<file path="src/rtl/assert_macros.svh">
// assertion macros used by the rtl top level
`ifndef ASSERT_MACROS_SVH
`define ASSERT_MACROS_SVH

// same-cycle implication, sampled on clk, off while rst_n is low
`define PCSM_ASSERT_IMP(lbl, ante, cons, msg) \
    lbl: assert property (@(posedge clk) disable iff (!rst_n) (ante) |-> (cons)) \
        else $error(msg);

// next-cycle implication, sampled on clk, off while rst_n is low
`define PCSM_ASSERT_NXT(lbl, ante, cons, msg) \
    lbl: assert property (@(posedge clk) disable iff (!rst_n) (ante) |=> (cons)) \
        else $error(msg);

`endif

</file>
<file path="src/rtl/pcsm_pkg.sv">
// shared types and constants of the colour-difference selection mask
`timescale 1ns / 1ps

package pcsm_pkg;

    // default channel width and channel count
    localparam int CHANNEL_BITS_DEF = 8;
    localparam int NUM_CHANNELS     = 4;
    localparam int CFG_INDEX_BITS   = 3;

    // register indexes of the configuration channel
    typedef enum logic [CFG_INDEX_BITS-1:0] {
        CFG_REF_CHAN0     = 3'd0,
        CFG_REF_CHAN1     = 3'd1,
        CFG_REF_CHAN2     = 3'd2,
        CFG_REF_CHAN3     = 3'd3,
        CFG_THRESHOLD     = 3'd4,
        CFG_CRITERION     = 3'd5,
        CFG_CHANNEL_COUNT = 3'd6,
        CFG_OPTION_BITS   = 3'd7
    } cfg_reg_t;

    // distance criteria
    typedef enum logic [2:0] {
        CRIT_COMPOSITE  = 3'd0,
        CRIT_RED        = 3'd1,
        CRIT_GREEN      = 3'd2,
        CRIT_BLUE       = 3'd3,
        CRIT_HUE        = 3'd4,
        CRIT_SATURATION = 3'd5,
        CRIT_VALUE      = 3'd6,
        CRIT_ALPHA      = 3'd7
    } crit_t;

    // reset channel count: four channels, last one alpha
    localparam logic [2:0] CHANNEL_COUNT_RST = 3'd4;

    // option bit positions
    localparam int OPT_ANTIALIAS   = 0;
    localparam int OPT_TRANSPARENT = 1;

    // mode settings handed from the register file to the datapath
    typedef struct packed {
        crit_t      criterion;
        logic [2:0] channel_count;
        logic       antialias;
        logic       transp_req;
    } mode_t;

endpackage

</file>
<file path="src/rtl/pcsm_cfg.sv">
// configuration register file of the selection mask
`timescale 1ns / 1ps

module pcsm_cfg
    import pcsm_pkg::*;
#(
    parameter int CHANNEL_BITS = CHANNEL_BITS_DEF
)
(
    input  logic                                      clk,
    input  logic                                      rst_n,
    input  logic                                      wr_en,
    input  logic [CFG_INDEX_BITS-1:0]                 wr_index,
    input  logic [CHANNEL_BITS-1:0]                   wr_data,
    output logic [NUM_CHANNELS-1:0][CHANNEL_BITS-1:0] ref_chan,
    output logic [CHANNEL_BITS-1:0]                   threshold,
    output mode_t                                     mode
);

    logic [NUM_CHANNELS-1:0][CHANNEL_BITS-1:0] ref_chan_reg;
    logic [CHANNEL_BITS-1:0]                   threshold_reg;
    logic [2:0]                                criterion_reg;
    logic [2:0]                                channel_count_reg;
    logic [1:0]                                option_reg;

    // register writes
    always_ff @(posedge clk or negedge rst_n)
    begin
        if (!rst_n)
        begin
            ref_chan_reg      <= '0;
            threshold_reg     <= '0;
            criterion_reg     <= CRIT_COMPOSITE;
            channel_count_reg <= CHANNEL_COUNT_RST;
            option_reg        <= '0;
        end
        else if (wr_en)
        begin
            unique case (cfg_reg_t'(wr_index))
                CFG_REF_CHAN0:     ref_chan_reg[0]   <= wr_data;
                CFG_REF_CHAN1:     ref_chan_reg[1]   <= wr_data;
                CFG_REF_CHAN2:     ref_chan_reg[2]   <= wr_data;
                CFG_REF_CHAN3:     ref_chan_reg[3]   <= wr_data;
                CFG_THRESHOLD:     threshold_reg     <= wr_data;
                CFG_CRITERION:     criterion_reg     <= wr_data[2:0];
                CFG_CHANNEL_COUNT: channel_count_reg <= wr_data[2:0];
                CFG_OPTION_BITS:   option_reg        <= wr_data[1:0];
                default:           ref_chan_reg      <= ref_chan_reg;
            endcase
        end
    end

    // register outputs
    assign ref_chan             = ref_chan_reg;
    assign threshold            = threshold_reg;
    assign mode.criterion       = crit_t'(criterion_reg);
    assign mode.channel_count   = channel_count_reg;
    assign mode.antialias       = option_reg[OPT_ANTIALIAS];
    assign mode.transp_req      = option_reg[OPT_TRANSPARENT];

endmodule

</file>
<file path="src/rtl/pcsm_dist.sv">
// channel differences and distance selection, two register stages
`timescale 1ns / 1ps

module pcsm_dist
    import pcsm_pkg::*;
#(
    parameter int CHANNEL_BITS = CHANNEL_BITS_DEF
)
(
    input  logic                                      clk,
    input  logic                                      rst_n,
    input  logic                                      advance,
    input  logic                                      in_valid,
    input  logic [NUM_CHANNELS-1:0][CHANNEL_BITS-1:0] pixel,
    input  logic [NUM_CHANNELS-1:0][CHANNEL_BITS-1:0] ref_chan,
    input  mode_t                                     mode,
    output logic                                      out_valid,
    output logic [CHANNEL_BITS-1:0]                   out_dist,
    output logic                                      out_kill
);

    localparam logic [CHANNEL_BITS-1:0] FULL = '1;

    logic [NUM_CHANNELS-1:0][CHANNEL_BITS-1:0] diff;
    logic                                      alpha_mode;
    logic                                      use_ch1;
    logic                                      use_ch2;
    logic                                      transparent;
    logic                                      kill;
    logic [CHANNEL_BITS-1:0]                   max01;
    logic [CHANNEL_BITS-1:0]                   max012;
    logic [CHANNEL_BITS-1:0]                   hue_wrap;
    logic [CHANNEL_BITS-1:0]                   sel_dist;

    logic                                      s1_valid_reg;
    logic                                      s1_kill_reg;
    logic [NUM_CHANNELS-1:0][CHANNEL_BITS-1:0] s1_diff_reg;
    logic                                      s2_valid_reg;
    logic                                      s2_kill_reg;
    logic [CHANNEL_BITS-1:0]                   s2_dist_reg;

    // channel count clamps to 1..4, four or more means alpha
    assign alpha_mode  = (mode.channel_count >= 3'd4);
    assign use_ch1     = (mode.channel_count >= 3'd2);
    assign use_ch2     = (mode.channel_count >= 3'd3);
    assign transparent = mode.transp_req && alpha_mode && (ref_chan[3] == '0);
    assign kill        = !transparent && alpha_mode && (pixel[3] == '0);

    // absolute difference per channel
    always_comb
    begin
        for (int i = 0; i < NUM_CHANNELS; i++)
        begin
            diff[i] = (pixel[i] > ref_chan[i]) ? (pixel[i] - ref_chan[i])
                                               : (ref_chan[i] - pixel[i]);
        end
    end

    // stage 1
    always_ff @(posedge clk or negedge rst_n)
    begin
        if (!rst_n)
        begin
            s1_valid_reg <= 1'b0;
        end
        else if (advance)
        begin
            s1_valid_reg <= in_valid;
        end
    end

    always_ff @(posedge clk)
    begin
        if (advance)
        begin
            s1_kill_reg <= kill;
            s1_diff_reg <= diff;
        end
    end

    // largest colour difference and hue wraparound
    assign max01    = (use_ch1 && (s1_diff_reg[1] > s1_diff_reg[0])) ? s1_diff_reg[1]
                                                                   : s1_diff_reg[0];
    assign max012   = (use_ch2 && (s1_diff_reg[2] > max01)) ? s1_diff_reg[2] : max01;
    assign hue_wrap = ((FULL - s1_diff_reg[0]) < s1_diff_reg[0]) ? (FULL - s1_diff_reg[0])
                                                                  : s1_diff_reg[0];

    // distance by criterion
    always_comb
    begin
        if (transparent)
        begin
            sel_dist = s1_diff_reg[3];
        end
        else
        begin
            unique case (mode.criterion) inside
                CRIT_COMPOSITE:                sel_dist = max012;
                CRIT_RED:                      sel_dist = s1_diff_reg[0];
                CRIT_HUE:                      sel_dist = hue_wrap;
                CRIT_GREEN, CRIT_SATURATION:   sel_dist = s1_diff_reg[1];
                CRIT_BLUE, CRIT_VALUE:         sel_dist = s1_diff_reg[2];
                default:                       sel_dist = s1_diff_reg[3];
            endcase
        end
    end

    // stage 2
    always_ff @(posedge clk or negedge rst_n)
    begin
        if (!rst_n)
        begin
            s2_valid_reg <= 1'b0;
        end
        else if (advance)
        begin
            s2_valid_reg <= s1_valid_reg;
        end
    end

    always_ff @(posedge clk)
    begin
        if (advance)
        begin
            s2_kill_reg <= s1_kill_reg;
            s2_dist_reg <= sel_dist;
        end
    end

    assign out_valid = s2_valid_reg;
    assign out_dist  = s2_dist_reg;
    assign out_kill  = s2_kill_reg;

endmodule

</file>
<file path="src/rtl/pcsm_ramp.sv">
// threshold compare and ramp numerator, one register stage
`timescale 1ns / 1ps

module pcsm_ramp
    import pcsm_pkg::*;
#(
    parameter int CHANNEL_BITS = CHANNEL_BITS_DEF
)
(
    input  logic                        clk,
    input  logic                        rst_n,
    input  logic                        advance,
    input  logic                        in_valid,
    input  logic [CHANNEL_BITS-1:0]     in_dist,
    input  logic                        in_kill,
    input  logic [CHANNEL_BITS-1:0]     threshold,
    input  logic                        antialias,
    output logic                        out_valid,
    output logic                        out_need_div,
    output logic [CHANNEL_BITS-1:0]     out_acc,
    output logic [2*CHANNEL_BITS-1:0]   out_num
);

    localparam logic [CHANNEL_BITS-1:0] FULL = '1;

    logic [CHANNEL_BITS+1:0]   three_t;
    logic [CHANNEL_BITS+1:0]   two_d;
    logic [CHANNEL_BITS+1:0]   ramp_r;
    logic [CHANNEL_BITS-1:0]   ramp_lo;
    logic [2*CHANNEL_BITS-1:0] num;
    logic                      aa_on;
    logic                      need_div;
    logic [CHANNEL_BITS-1:0]   res;

    logic                      valid_reg;
    logic                      need_div_reg;
    logic [CHANNEL_BITS-1:0]   acc_reg;
    logic [2*CHANNEL_BITS-1:0] num_reg;

    // 3t, 2d and FULL * (3t - 2d) by shift and subtract
    assign three_t = {2'b00, threshold} + {1'b0, threshold, 1'b0};
    assign two_d   = {1'b0, in_dist, 1'b0};
    assign ramp_r  = three_t - two_d;
    assign ramp_lo = ramp_r[CHANNEL_BITS-1:0];
    assign num     = {ramp_lo, {CHANNEL_BITS{1'b0}}}
                   - {{CHANNEL_BITS{1'b0}}, ramp_lo};
    assign aa_on   = antialias && (threshold != '0);

    // hard decisions; the ramp middle goes to the divider
    always_comb
    begin
        need_div = 1'b0;
        res      = '0;
        if (in_kill)
        begin
            res = '0;
        end
        else if (!aa_on)
        begin
            res = (in_dist <= threshold) ? FULL : '0;
        end
        else if (two_d >= three_t)
        begin
            res = '0;
        end
        else if (in_dist <= threshold)
        begin
            res = FULL;
        end
        else
        begin
            need_div = 1'b1;
        end
    end

    // stage 3
    always_ff @(posedge clk or negedge rst_n)
    begin
        if (!rst_n)
        begin
            valid_reg <= 1'b0;
        end
        else if (advance)
        begin
            valid_reg <= in_valid;
        end
    end

    always_ff @(posedge clk)
    begin
        if (advance)
        begin
            need_div_reg <= need_div;
            acc_reg      <= res;
            num_reg      <= num;
        end
    end

    assign out_valid    = valid_reg;
    assign out_need_div = need_div_reg;
    assign out_acc      = acc_reg;
    assign out_num      = num_reg;

endmodule

</file>
<file path="src/rtl/pcsm_div.sv">
// pipelined restoring divider, one quotient bit per stage
`timescale 1ns / 1ps

module pcsm_div
    import pcsm_pkg::*;
#(
    parameter int CHANNEL_BITS = CHANNEL_BITS_DEF
)
(
    input  logic                      clk,
    input  logic                      rst_n,
    input  logic                      advance,
    input  logic                      in_valid,
    input  logic                      in_need_div,
    input  logic [CHANNEL_BITS-1:0]   in_acc,
    input  logic [2*CHANNEL_BITS-1:0] in_num,
    input  logic [CHANNEL_BITS-1:0]   divisor,
    output logic                      out_valid,
    output logic [CHANNEL_BITS-1:0]   out_value
);

    localparam int STEPS = CHANNEL_BITS;

    // per stage inputs and next values
    logic                    vld_in   [STEPS];
    logic                    div_in   [STEPS];
    logic [CHANNEL_BITS-1:0] rem_in   [STEPS];
    logic [CHANNEL_BITS-1:0] low_in   [STEPS];
    logic [CHANNEL_BITS-1:0] acc_in   [STEPS];
    logic [CHANNEL_BITS:0]   shifted  [STEPS];
    logic [CHANNEL_BITS:0]   sub      [STEPS];
    logic                    ge       [STEPS];
    logic [CHANNEL_BITS-1:0] rem_next [STEPS];
    logic [CHANNEL_BITS-1:0] low_next [STEPS];
    logic [CHANNEL_BITS-1:0] acc_next [STEPS];

    // stage registers
    logic                    vld_reg  [STEPS];
    logic                    div_reg  [STEPS];
    logic [CHANNEL_BITS-1:0] rem_reg  [STEPS];
    logic [CHANNEL_BITS-1:0] low_reg  [STEPS];
    logic [CHANNEL_BITS-1:0] acc_reg  [STEPS];

    // one compare and subtract per stage; the high half starts below the divisor
    always_comb
    begin
        for (int k = 0; k < STEPS; k++)
        begin
            if (k == 0)
            begin
                vld_in[k] = in_valid;
                div_in[k] = in_need_div;
                rem_in[k] = in_num[2*CHANNEL_BITS-1:CHANNEL_BITS];
                low_in[k] = in_num[CHANNEL_BITS-1:0];
                acc_in[k] = in_need_div ? '0 : in_acc;
            end
            else
            begin
                vld_in[k] = vld_reg[k-1];
                div_in[k] = div_reg[k-1];
                rem_in[k] = rem_reg[k-1];
                low_in[k] = low_reg[k-1];
                acc_in[k] = acc_reg[k-1];
            end
            shifted[k]  = {rem_in[k], low_in[k][CHANNEL_BITS-1]};
            sub[k]      = shifted[k] - {1'b0, divisor};
            ge[k]       = (shifted[k] >= {1'b0, divisor});
            rem_next[k] = ge[k] ? sub[k][CHANNEL_BITS-1:0] : shifted[k][CHANNEL_BITS-1:0];
            low_next[k] = {low_in[k][CHANNEL_BITS-2:0], 1'b0};
            acc_next[k] = div_in[k] ? {acc_in[k][CHANNEL_BITS-2:0], ge[k]} : acc_in[k];
        end
    end

    // valid bits
    always_ff @(posedge clk or negedge rst_n)
    begin
        if (!rst_n)
        begin
            for (int k = 0; k < STEPS; k++)
            begin
                vld_reg[k] <= 1'b0;
            end
        end
        else if (advance)
        begin
            for (int k = 0; k < STEPS; k++)
            begin
                vld_reg[k] <= vld_in[k];
            end
        end
    end

    // payload
    always_ff @(posedge clk)
    begin
        if (advance)
        begin
            for (int k = 0; k < STEPS; k++)
            begin
                div_reg[k] <= div_in[k];
                rem_reg[k] <= rem_next[k];
                low_reg[k] <= low_next[k];
                acc_reg[k] <= acc_next[k];
            end
        end
    end

    assign out_valid = vld_reg[STEPS-1];
    assign out_value = acc_reg[STEPS-1];

endmodule

</file>
<file path="src/rtl/pixel_color_select_mask_top.sv">
// top level of the colour-difference selection mask pipeline
//
//   channel   group                        direction  word
//   pixels    s_tvalid s_tready s_tdata    in         pixel_ch0..pixel_ch3
//   mask      m_tvalid m_tready m_tdata    out        mask_value
//   config    cfg_valid cfg_ready          in         cfg_index, cfg_data
//
// one pixel per clock while the skid register is empty; the stages are two
// difference stages, one compare stage, one divider stage per quotient bit
// and the output register. the divider depth sets the latency.
// rst_n clears all valid bits and loads the register reset values.
// a stalled output fills a one-word skid register, which then holds the
// whole pipeline; the config channel is always ready.
`timescale 1ns / 1ps
`include "assert_macros.svh"

module pixel_color_select_mask_top
    import pcsm_pkg::*;
#(
    parameter int CHANNEL_BITS = CHANNEL_BITS_DEF,
    localparam int IN_W  = ((NUM_CHANNELS * CHANNEL_BITS + 7) / 8) * 8,
    localparam int OUT_W = ((CHANNEL_BITS + 7) / 8) * 8
)
(
    input  logic                      clk,
    input  logic                      rst_n,
    // pixel channel
    input  logic                      s_tvalid,
    output logic                      s_tready,
    input  logic [IN_W-1:0]           s_tdata,   // pixel_ch0, pixel_ch1, pixel_ch2, pixel_ch3
    // mask channel
    output logic                      m_tvalid,
    input  logic                      m_tready,
    output logic [OUT_W-1:0]          m_tdata,   // mask_value
    // configuration channel
    input  logic                      cfg_valid,
    output logic                      cfg_ready,
    input  logic [CFG_INDEX_BITS-1:0] cfg_index,
    input  logic [CHANNEL_BITS-1:0]   cfg_data
);

    logic [NUM_CHANNELS-1:0][CHANNEL_BITS-1:0] ref_chan;
    logic [NUM_CHANNELS-1:0][CHANNEL_BITS-1:0] pixel;
    logic [CHANNEL_BITS-1:0]                   threshold;
    mode_t                                     mode;

    logic                      pipe_en;
    logic                      dist_valid;
    logic [CHANNEL_BITS-1:0]   dist_value;
    logic                      dist_kill;
    logic                      ramp_valid;
    logic                      ramp_need_div;
    logic [CHANNEL_BITS-1:0]   ramp_acc;
    logic [2*CHANNEL_BITS-1:0] ramp_num;
    logic                      div_valid;
    logic [CHANNEL_BITS-1:0]   div_value;
    logic                      word_out;
    logic                      slot_free;

    logic                      out_valid_reg;
    logic                      out_valid_next;
    logic [CHANNEL_BITS-1:0]   out_data_reg;
    logic [CHANNEL_BITS-1:0]   out_data_next;
    logic                      skid_valid_reg;
    logic                      skid_valid_next;
    logic [CHANNEL_BITS-1:0]   skid_data_reg;

    // register file
    assign cfg_ready = 1'b1;

    pcsm_cfg #(
        .CHANNEL_BITS (CHANNEL_BITS)
    ) u_cfg (
        .clk       (clk),
        .rst_n     (rst_n),
        .wr_en     (cfg_valid && cfg_ready),
        .wr_index  (cfg_index),
        .wr_data   (cfg_data),
        .ref_chan  (ref_chan),
        .threshold (threshold),
        .mode      (mode)
    );

    // unpack pixel word
    always_comb
    begin
        for (int i = 0; i < NUM_CHANNELS; i++)
        begin
            pixel[i] = s_tdata[i*CHANNEL_BITS +: CHANNEL_BITS];
        end
    end

    // pipeline moves whenever the skid register is empty
    assign pipe_en  = !skid_valid_reg;
    assign s_tready = pipe_en;

    pcsm_dist #(
        .CHANNEL_BITS (CHANNEL_BITS)
    ) u_dist (
        .clk       (clk),
        .rst_n     (rst_n),
        .advance   (pipe_en),
        .in_valid  (s_tvalid),
        .pixel     (pixel),
        .ref_chan  (ref_chan),
        .mode      (mode),
        .out_valid (dist_valid),
        .out_dist  (dist_value),
        .out_kill  (dist_kill)
    );

    pcsm_ramp #(
        .CHANNEL_BITS (CHANNEL_BITS)
    ) u_ramp (
        .clk          (clk),
        .rst_n        (rst_n),
        .advance      (pipe_en),
        .in_valid     (dist_valid),
        .in_dist      (dist_value),
        .in_kill      (dist_kill),
        .threshold    (threshold),
        .antialias    (mode.antialias),
        .out_valid    (ramp_valid),
        .out_need_div (ramp_need_div),
        .out_acc      (ramp_acc),
        .out_num      (ramp_num)
    );

    pcsm_div #(
        .CHANNEL_BITS (CHANNEL_BITS)
    ) u_div (
        .clk         (clk),
        .rst_n       (rst_n),
        .advance     (pipe_en),
        .in_valid    (ramp_valid),
        .in_need_div (ramp_need_div),
        .in_acc      (ramp_acc),
        .in_num      (ramp_num),
        .divisor     (threshold),
        .out_valid   (div_valid),
        .out_value   (div_value)
    );

    // output register and skid register
    assign word_out  = div_valid && pipe_en;
    assign slot_free = !out_valid_reg || m_tready;

    always_comb
    begin
        out_valid_next  = out_valid_reg;
        out_data_next   = out_data_reg;
        skid_valid_next = skid_valid_reg;
        if (slot_free)
        begin
            if (skid_valid_reg)
            begin
                out_valid_next  = 1'b1;
                out_data_next   = skid_data_reg;
                skid_valid_next = 1'b0;
            end
            else
            begin
                out_valid_next = word_out;
                out_data_next  = div_value;
            end
        end
        else if (word_out)
        begin
            skid_valid_next = 1'b1;
        end
    end

    always_ff @(posedge clk or negedge rst_n)
    begin
        if (!rst_n)
        begin
            out_valid_reg  <= 1'b0;
            skid_valid_reg <= 1'b0;
        end
        else
        begin
            out_valid_reg  <= out_valid_next;
            skid_valid_reg <= skid_valid_next;
        end
    end

    always_ff @(posedge clk)
    begin
        out_data_reg <= out_data_next;
        if (!slot_free && word_out)
        begin
            skid_data_reg <= div_value;
        end
    end

    assign m_tvalid = out_valid_reg;
    assign m_tdata  = OUT_W'(out_data_reg);

    // checks
    `PCSM_ASSERT_IMP(a_skid_behind_out, skid_valid_reg, out_valid_reg,
        "skid register holds a word while the output register is empty")
    `PCSM_ASSERT_NXT(a_stall_to_skid, out_valid_reg && !m_tready && word_out,
        skid_valid_reg && out_valid_reg, "stalled word was not caught by the skid register")
    `PCSM_ASSERT_NXT(a_word_to_out, slot_free && !skid_valid_reg && word_out,
        out_valid_reg && !skid_valid_reg, "finished word did not reach the output register")

endmodule

</file>
<file path="config.mk">
export PLATFORM = sky130hd
export DESIGN_NAME = pixel_color_select_mask_top
export DESIGN_NICKNAME = d
export VERILOG_FILES = /design/src/rtl/pcsm_pkg.sv /design/src/rtl/pcsm_cfg.sv /design/src/rtl/pcsm_dist.sv /design/src/rtl/pcsm_ramp.sv /design/src/rtl/pcsm_div.sv /design/src/rtl/pixel_color_select_mask_top.sv
export VERILOG_INCLUDE_DIRS = /design/src /design/src/rtl
export SDC_FILE = /design/constraint.sdc
export NUM_CORES = 1
export LEC_CHECK = 0
export ABC_AREA = 1
export BUFFER_PORTS_ARGS = -buffer_cell sky130_fd_sc_hd__buf_2
export CELL_PAD_IN_SITES_DETAIL_PLACEMENT = 1
export CELL_PAD_IN_SITES_GLOBAL_PLACEMENT = 1
export CORE_ASPECT_RATIO = 1.25
export CORE_MARGIN = 2
export CORE_UTILIZATION = 49
export DETAILED_ROUTE_END_ITERATION = 7
export GPL_ROUTABILITY_DRIVEN = 0
export HOLD_SLACK_MARGIN = 0.15
export PLACE_DENSITY = 0.88
export SLEW_MARGIN = 40
export SYNTH_ARGS = -nofsm -noshare
export SYNTH_HDL_FRONTEND = slang
export SYNTH_HIERARCHICAL = 1
export SYNTH_SLANG_ARGS = --single-unit
</file>
<file path="constraint.sdc">
create_clock -name clk -period 3.4 [get_ports clk]
set_input_delay 0.68 -clock clk [delete_from_list [all_inputs] [get_ports clk]]
set_output_delay 0.68 -clock clk [all_outputs]
set_load 0.02 [all_outputs]
</file>
==> results of run 1 <==
## area by class of cell
| type | count | area, um2 | share of cell area, % |
|---|---|---|---|
| diodes | 1 | 2.502 | 0.01150 |
| clock buffers | 45 | 964.7 | 4.432 |
| clock inverters | 16 | 155.1 | 0.7127 |
| inverters | 365 | 1379 | 6.334 |
| multi-input cells | 1678 | 9733 | 44.71 |
| flip-flops and latches | 292 | 8466 | 38.89 |
| well taps | 504 | 630.6 | 2.897 |
| repair buffers | 74 | 437.9 | 2.012 |
## critical path, cell delays in order (launching register included)
cell and delay, ps:
edfxtp_1 390, inv_1 140, ha_1 270, nand2_1 120, nor2_1 90, a21oi_2 210, buf_4 200, nand3_1 130
and2_1 200, ha_1 280, nand2_1 110, nor2_2 70, a21oi_4 250, buf_4 190, nand3_1 80, nand2_1 90
inv_1 50, nand2_1 60, a21oi_1 60
## kinds of logic after synthesis
group / after synthesis / synth area share [%]
adders and majority gates: 191 / 12.70
xor gates and xnor gates: 74 / 3.307
other: 1 / 0.01891
muxes: 1 / 0.05679
DFF: 292 / 42.69
and+or+nand+nor: 1175 / 25.99
buffers and inverters: 409 / 8.399
AOI/OAI and AO/OA: 236 / 6.847
## worst max-delay path by stage
stage	end	slack [ps]	depth (start not counted)
after CTS	u_dist/out_dist[7]$_DFFE_PP_	10	17
final	u_dist/out_dist[1]$_DFFE_PP_	160	18
after global placement	u_dist/out_dist[1]$_DFFE_PP_	240	19
after floorplan	u_dist/out_dist[1]$_DFFE_PP_	350	17
after global routing	u_dist/out_dist[3]$_DFFE_PP_	-20	18
after detailed placement	u_dist/out_dist[1]$_DFFE_PP_	40	20
## metal layers
layer | global-route usage, % | vias up
met2 | 52.45 | 401
li1 | - | 7848
met3 | 3.155 | 182
met1 | 26.60 | 8000
met4 | 14.55 | 0
met5 | 0 | -
## synth_stat cells (18+ instances only)
library cell  number
nor2_1           103
ha_1             174
a21oi_1          106
nand4_1           29
buf_4             22
edfxtp_1         231
xor2_1            56
inv_1            346
nand2_2           29
nor3_1            18
nand2_1          750
nand3_1          182
dfrtp_1           60
o21ai_0           86
## through the flow
step	total power, mW	utilization [%]	setup WS [ps]
after floorplan	16.11	-	352.4
after global placement	18.59	51.51	244.1
after detailed placement	19.65	51.52	44.56
after CTS	23.63	54.32	13.90
after global routing	25.54	54.40	-16.84
final	23.73	54.40	156.4
## where the power goes
part           switching [mW]  total [mW]  internal (mW)
Combinational            8.30        12.4           4.08
Sequential               1.15        7.65           6.50
Clock                    1.53        3.70           2.17
Total                    11.0        23.7           12.7
==> flow_summary.ini, run 1 <==
[run_status]
outcome = finished, final reports clean

[grt]
track_usage_pct = 26.64
grt_pass1_wl_um = 89380
antenna_found_initial = 0
grt_pass1_vias = 18120
grt_max_degree = 97
grt-ovfl-total = 0

[timing]
final.min_clock_period_ps = 3244
fin_hold_ws_ps = 146.8
relSlewSlack_pct = 50.91
hold_violations = 0
setup_viol = 0
fmax_mhz = 308.3
worst_pin_slew_ps = 736.4
skew_ps = 33.95
drv_slew = 0
setup_tns_ps = 0
post-route-period-util_pct = 95.40

[finish]
fin_nets = 2684
largest_reg_flops = 64
fin_area_mm2 = 0.02177
final_common_cell = nand2_1
drive_gt1_share_pct = 9.717
nFillCells = 4821
area_growth_pct = 9.787
layout_common_cells = nand2_1, inv_1, edfxtp_1
fin_cells = 2975

[setup_path]
worstReg2RegEnd = u_dist/out_dist[1]$_DFFE_PP_
path_class = register to register
cp_max_fo = 8
worstPathRequired_ps = 3690
r2r_slack_ps = 160
ff2ff_path_depth = 18
crit_start = u_dist/s1_diff_reg[7]$_DFFE_PP_
worst_ep_arrival_time_ps = 3540
cp-start-kind = register
timing.rr.start = u_dist/s1_diff_reg[7]$_DFFE_PP_
crit_path_end_kind = register

[clock_network]
clock-sinks = 292
numCtsBuffers = 34
cts_hold_buf = 0
root_buffer = clkbuf_16
clock_path_buffers = 3
insertion_delay_ps = 550
ctsResizeCount = 0
cts_tree = yes
clkTransAtPathRegs_ps = 60
h-tree-depth = 2
postCtsSetupBuffers = 0

[detailed_routing]
drt_iter0_drc = 891
top_layer = met4
route.met2.wl_um = 30790
vias_per_cell = 5.523
drc = 0
wire_per_inst_um = 18.77
vias = 16430
m1WireLength_um = 19980
dr.pass1.iters = 6
wl_um = 55830
wl_met3_um = 1792
ant_nets = 0

[floorplan]
io_pins = 59
die_x_um = 183.9
start_util_pct = 49.55
core-area_mm2 = 0.04001
die-area_mm2 = 0.04210
die_y_um = 228.9
row_count = 82

[min_path]
worstHoldPathType = input port to async pin

[synthesis]
synthCells = 2379
ys_ff_latch = 292
synthFlopType = edfxtp_1
yosysTopAreaCell = edfxtp_1
syn_avg_cell_area_um2 = 8.334
ys_types = 54
netlist_area_mm2 = 0.01983
synth_edf_count = 231
async_flop_share_pct = 20.89
synthTopCellsByArea = edfxtp_1, nand2_1, ha_1
yosysSeqAreaShare_pct = 42.69
synth_top_area_share_pct = 34.98
ys_warn_count = 6
synth_nets = 2618

[pwr]
vdd_drop_max_mv = 0.8269
powerDensity_mw_per_mm2 = 1090
leakage_nw = 10.85

[placed_design]
portBuffers = 57
dp_cells = 2913
dp_hpwl_um = 41950
dpl_cell_area_mm2 = 0.02061

[flow_run]
maxCapViolations = 0
(Power assumes the default switching activity.)
==> run 2, diff against run 1 <==
- CELL_PAD_IN_SITES_DETAIL_PLACEMENT: 1 -> 0
==> run 2 against run 1 <==
- setup slack improved by 150 ps
- combinational power fell by 8%
- clock power fell by 6.2%
- total power fell by 5.5%
- highest routed layer unchanged
==> flow_summary.ini, run 2 (synthesis gave the netlist of run 1 again) <==
[timing]
skew_ps = 36.87
setup_viol = 0
rsz0062_at_grt = false
worst_pin_slew_ps = 714.0
hold_violations = 0
drv_slew = 0
post-route-period-util_pct = 91.01
fmax_mhz = 323.2
final.min_clock_period_ps = 3094
setup_tns_ps = 0
setup_ws_ps = 305.7
relSlewSlack_pct = 52.40

[grt]
grt_pass1_wl_um = 73680
grt_pass1_vias = 15300
antenna_found_initial = 1
grt_max_degree = 97
track_usage_pct = 21.70
grt-ovfl-total = 0

[detailed_routing]
vias = 15470
drc = 0
dr.pass1.iters = 5
wire_per_inst_um = 15.07
vias_per_cell = 5.207
wl_um = 44790
ant_nets = 0
drt_iter0_drc = 906

[clock_network]
clock_path_buffers = 3
root_buffer = clkbuf_16
h-tree-depth = 1
clock-sinks = 292
postCtsSetupBuffers = 0
insertion_delay_ps = 600
numCtsBuffers = 31
cts_tree = yes
clkTransAtPathRegs_ps = 60

[setup_path]
crit_chain = inv_1, ha_1, a21o_1, nor2_1, nand2_2, nand2_2, nand2_1, and2_1, ha_1, nand2_1, nor2_1, a21oi_4, buf_4, nand3_1, nand2_1, inv_1, nand2_1, a21oi_1
timing.critical_path.buf_inv = 3
cp_max_fo = 9
crit_path_end_kind = register
crit_start = u_dist/s1_diff_reg[7]$_DFFE_PP_
cp-start-kind = register
worst_ep_arrival_time_ps = 3410
cp_slowest_cell = edfxtp_1
worstPathRequired_ps = 3720
crit_top_cell = nand2_1
timing.rr.start = u_dist/s1_diff_reg[7]$_DFFE_PP_
cpPeakStageDelay_ps = 390
crit_family = simple AND/OR/NAND/NOR gates
path_class = register to register

[min_path]
min_from = s_tvalid
worstHoldPathType = input port to register

[flow_run]
maxCapViolations = 0

[finish]
area_growth_pct = 9.440
final_common_cell = nand2_1
fin_nets = 2682
drive_gt1_share_pct = 9.684
fin_util_pct = 54.23
largest_reg_flops = 64
layout_common_cells = nand2_1, inv_1, edfxtp_1
diodes = 0
fin_area_mm2 = 0.02170

[run_status]
outcome = finished, final reports clean

[pwr]
combPwrFrac_pct = 50.9
leakage_nw = 10.82
p_seq_share_pct = 33.7
powerDensity_mw_per_mm2 = 1033
p_total_mw = 22.43
netSwitchingPower_mw = 9.895
vdd_drop_max_mv = 0.5860
p_clk_share_pct = 15.5
switching_share_pct = 44.12
power.internal_mw = 12.53

[floorplan]
start_util_pct = 49.55
core-area_mm2 = 0.04001
io_pins = 59
row_count = 82
die_y_um = 228.9
die-area_mm2 = 0.04210
die_x_um = 183.9

[placed_design]
portBuffers = 57
post-place-ws_ps = 203.5
dp_hpwl_um = 34370
dpl_cell_area_mm2 = 0.02061
## run 2: worst paths after layout
| kind | cells after the start | end | slack [ps] |
|---|---|---|---|
| setup / recovery | 18 | u_dist/out_dist[1]$_DFFE_PP_ | 310 |
| hold / removal | 3 | u_dist/s1_valid_reg$_DFFE_PN0P_ | 330 |
| setup reg to reg | 18 | u_dist/out_dist[1]$_DFFE_PP_ | 310 |
| hold reg to reg | 0 | u_div/low_reg[0][5]$_DFFE_PP_ | 390 |
| max in group asynchronous | 3 | u_cfg/threshold[2]$_DFFE_PN0P_ | 1990 |
| min in group asynchronous | 2 | u_cfg/ref_chan[15]$_DFFE_PN0P_ | 620 |
## run 2: timing repair
item,4_1_cts,5_1_grt
hold buffers,1,0
endpoints found under the setup margin,0,8
endpoints found under the hold margin,21,0
resized for setup,0,4
## run 2: through the flow
step	hold WS, ps	instances
finish	326.4	2972
global route	328.9	2972
CTS	305.3	2972
detailed placement	404.5	2913
global placement	402.2	2913
floorplan	384.4	2379
## run 2: layout make-up
| type | count | area [um2] |
|---|---|---|
| fill | 3714 | 18310 |
| multi-input combinational | 1678 | 9718 |
| sequential | 292 | 8464 |
| inverter | 365 | 1379 |
| clock buffer | 38 | 852.1 |
| tap | 504 | 630.6 |
| timing repair buffer | 75 | 447.9 |
| clock inverter | 20 | 207.7 |
## run 2: power by group through the flow
stage | clock, mW | sequential, mW | combinational [mW]
floorplan | 0 | 7.21 | 8.90
global placement | 0 | 7.55 | 11.0
detailed placement | 0 | 7.62 | 11.3
CTS | 3.56 | 7.57 | 11.4
global route | 3.68 | 7.74 | 13.1
finish | 3.47 | 7.55 | 11.4
## run 2: metal layers
| layer | part of all wire, % | vias to the layer above | GRT usage (%) |
|---|---|---|---|
| li1 | - | 7865 | - |
| met3 | 3.5 | 75 | 2.087 |
| met5 | 0 | - | 0 |
| met1 | 39 | 7204 | 23.43 |
| met2 | 55 | 330 | 43.48 |
| met4 | 2.8 | 0 | 6.750 |
## run 2: worst reg2reg max path, cell delays in order, from the launching register on
cell      delay, ps
edfxtp_1        390
inv_1           130
ha_1            260
a21o_1          190
nor2_1          120
nand2_2         140
nand2_2         170
nand2_1          90
and2_1          150
ha_1            290
nand2_1         100
nor2_1           80
a21oi_4         240
buf_4           170
nand3_1          70
nand2_1          70
inv_1            40
nand2_1          50
a21oi_1          60
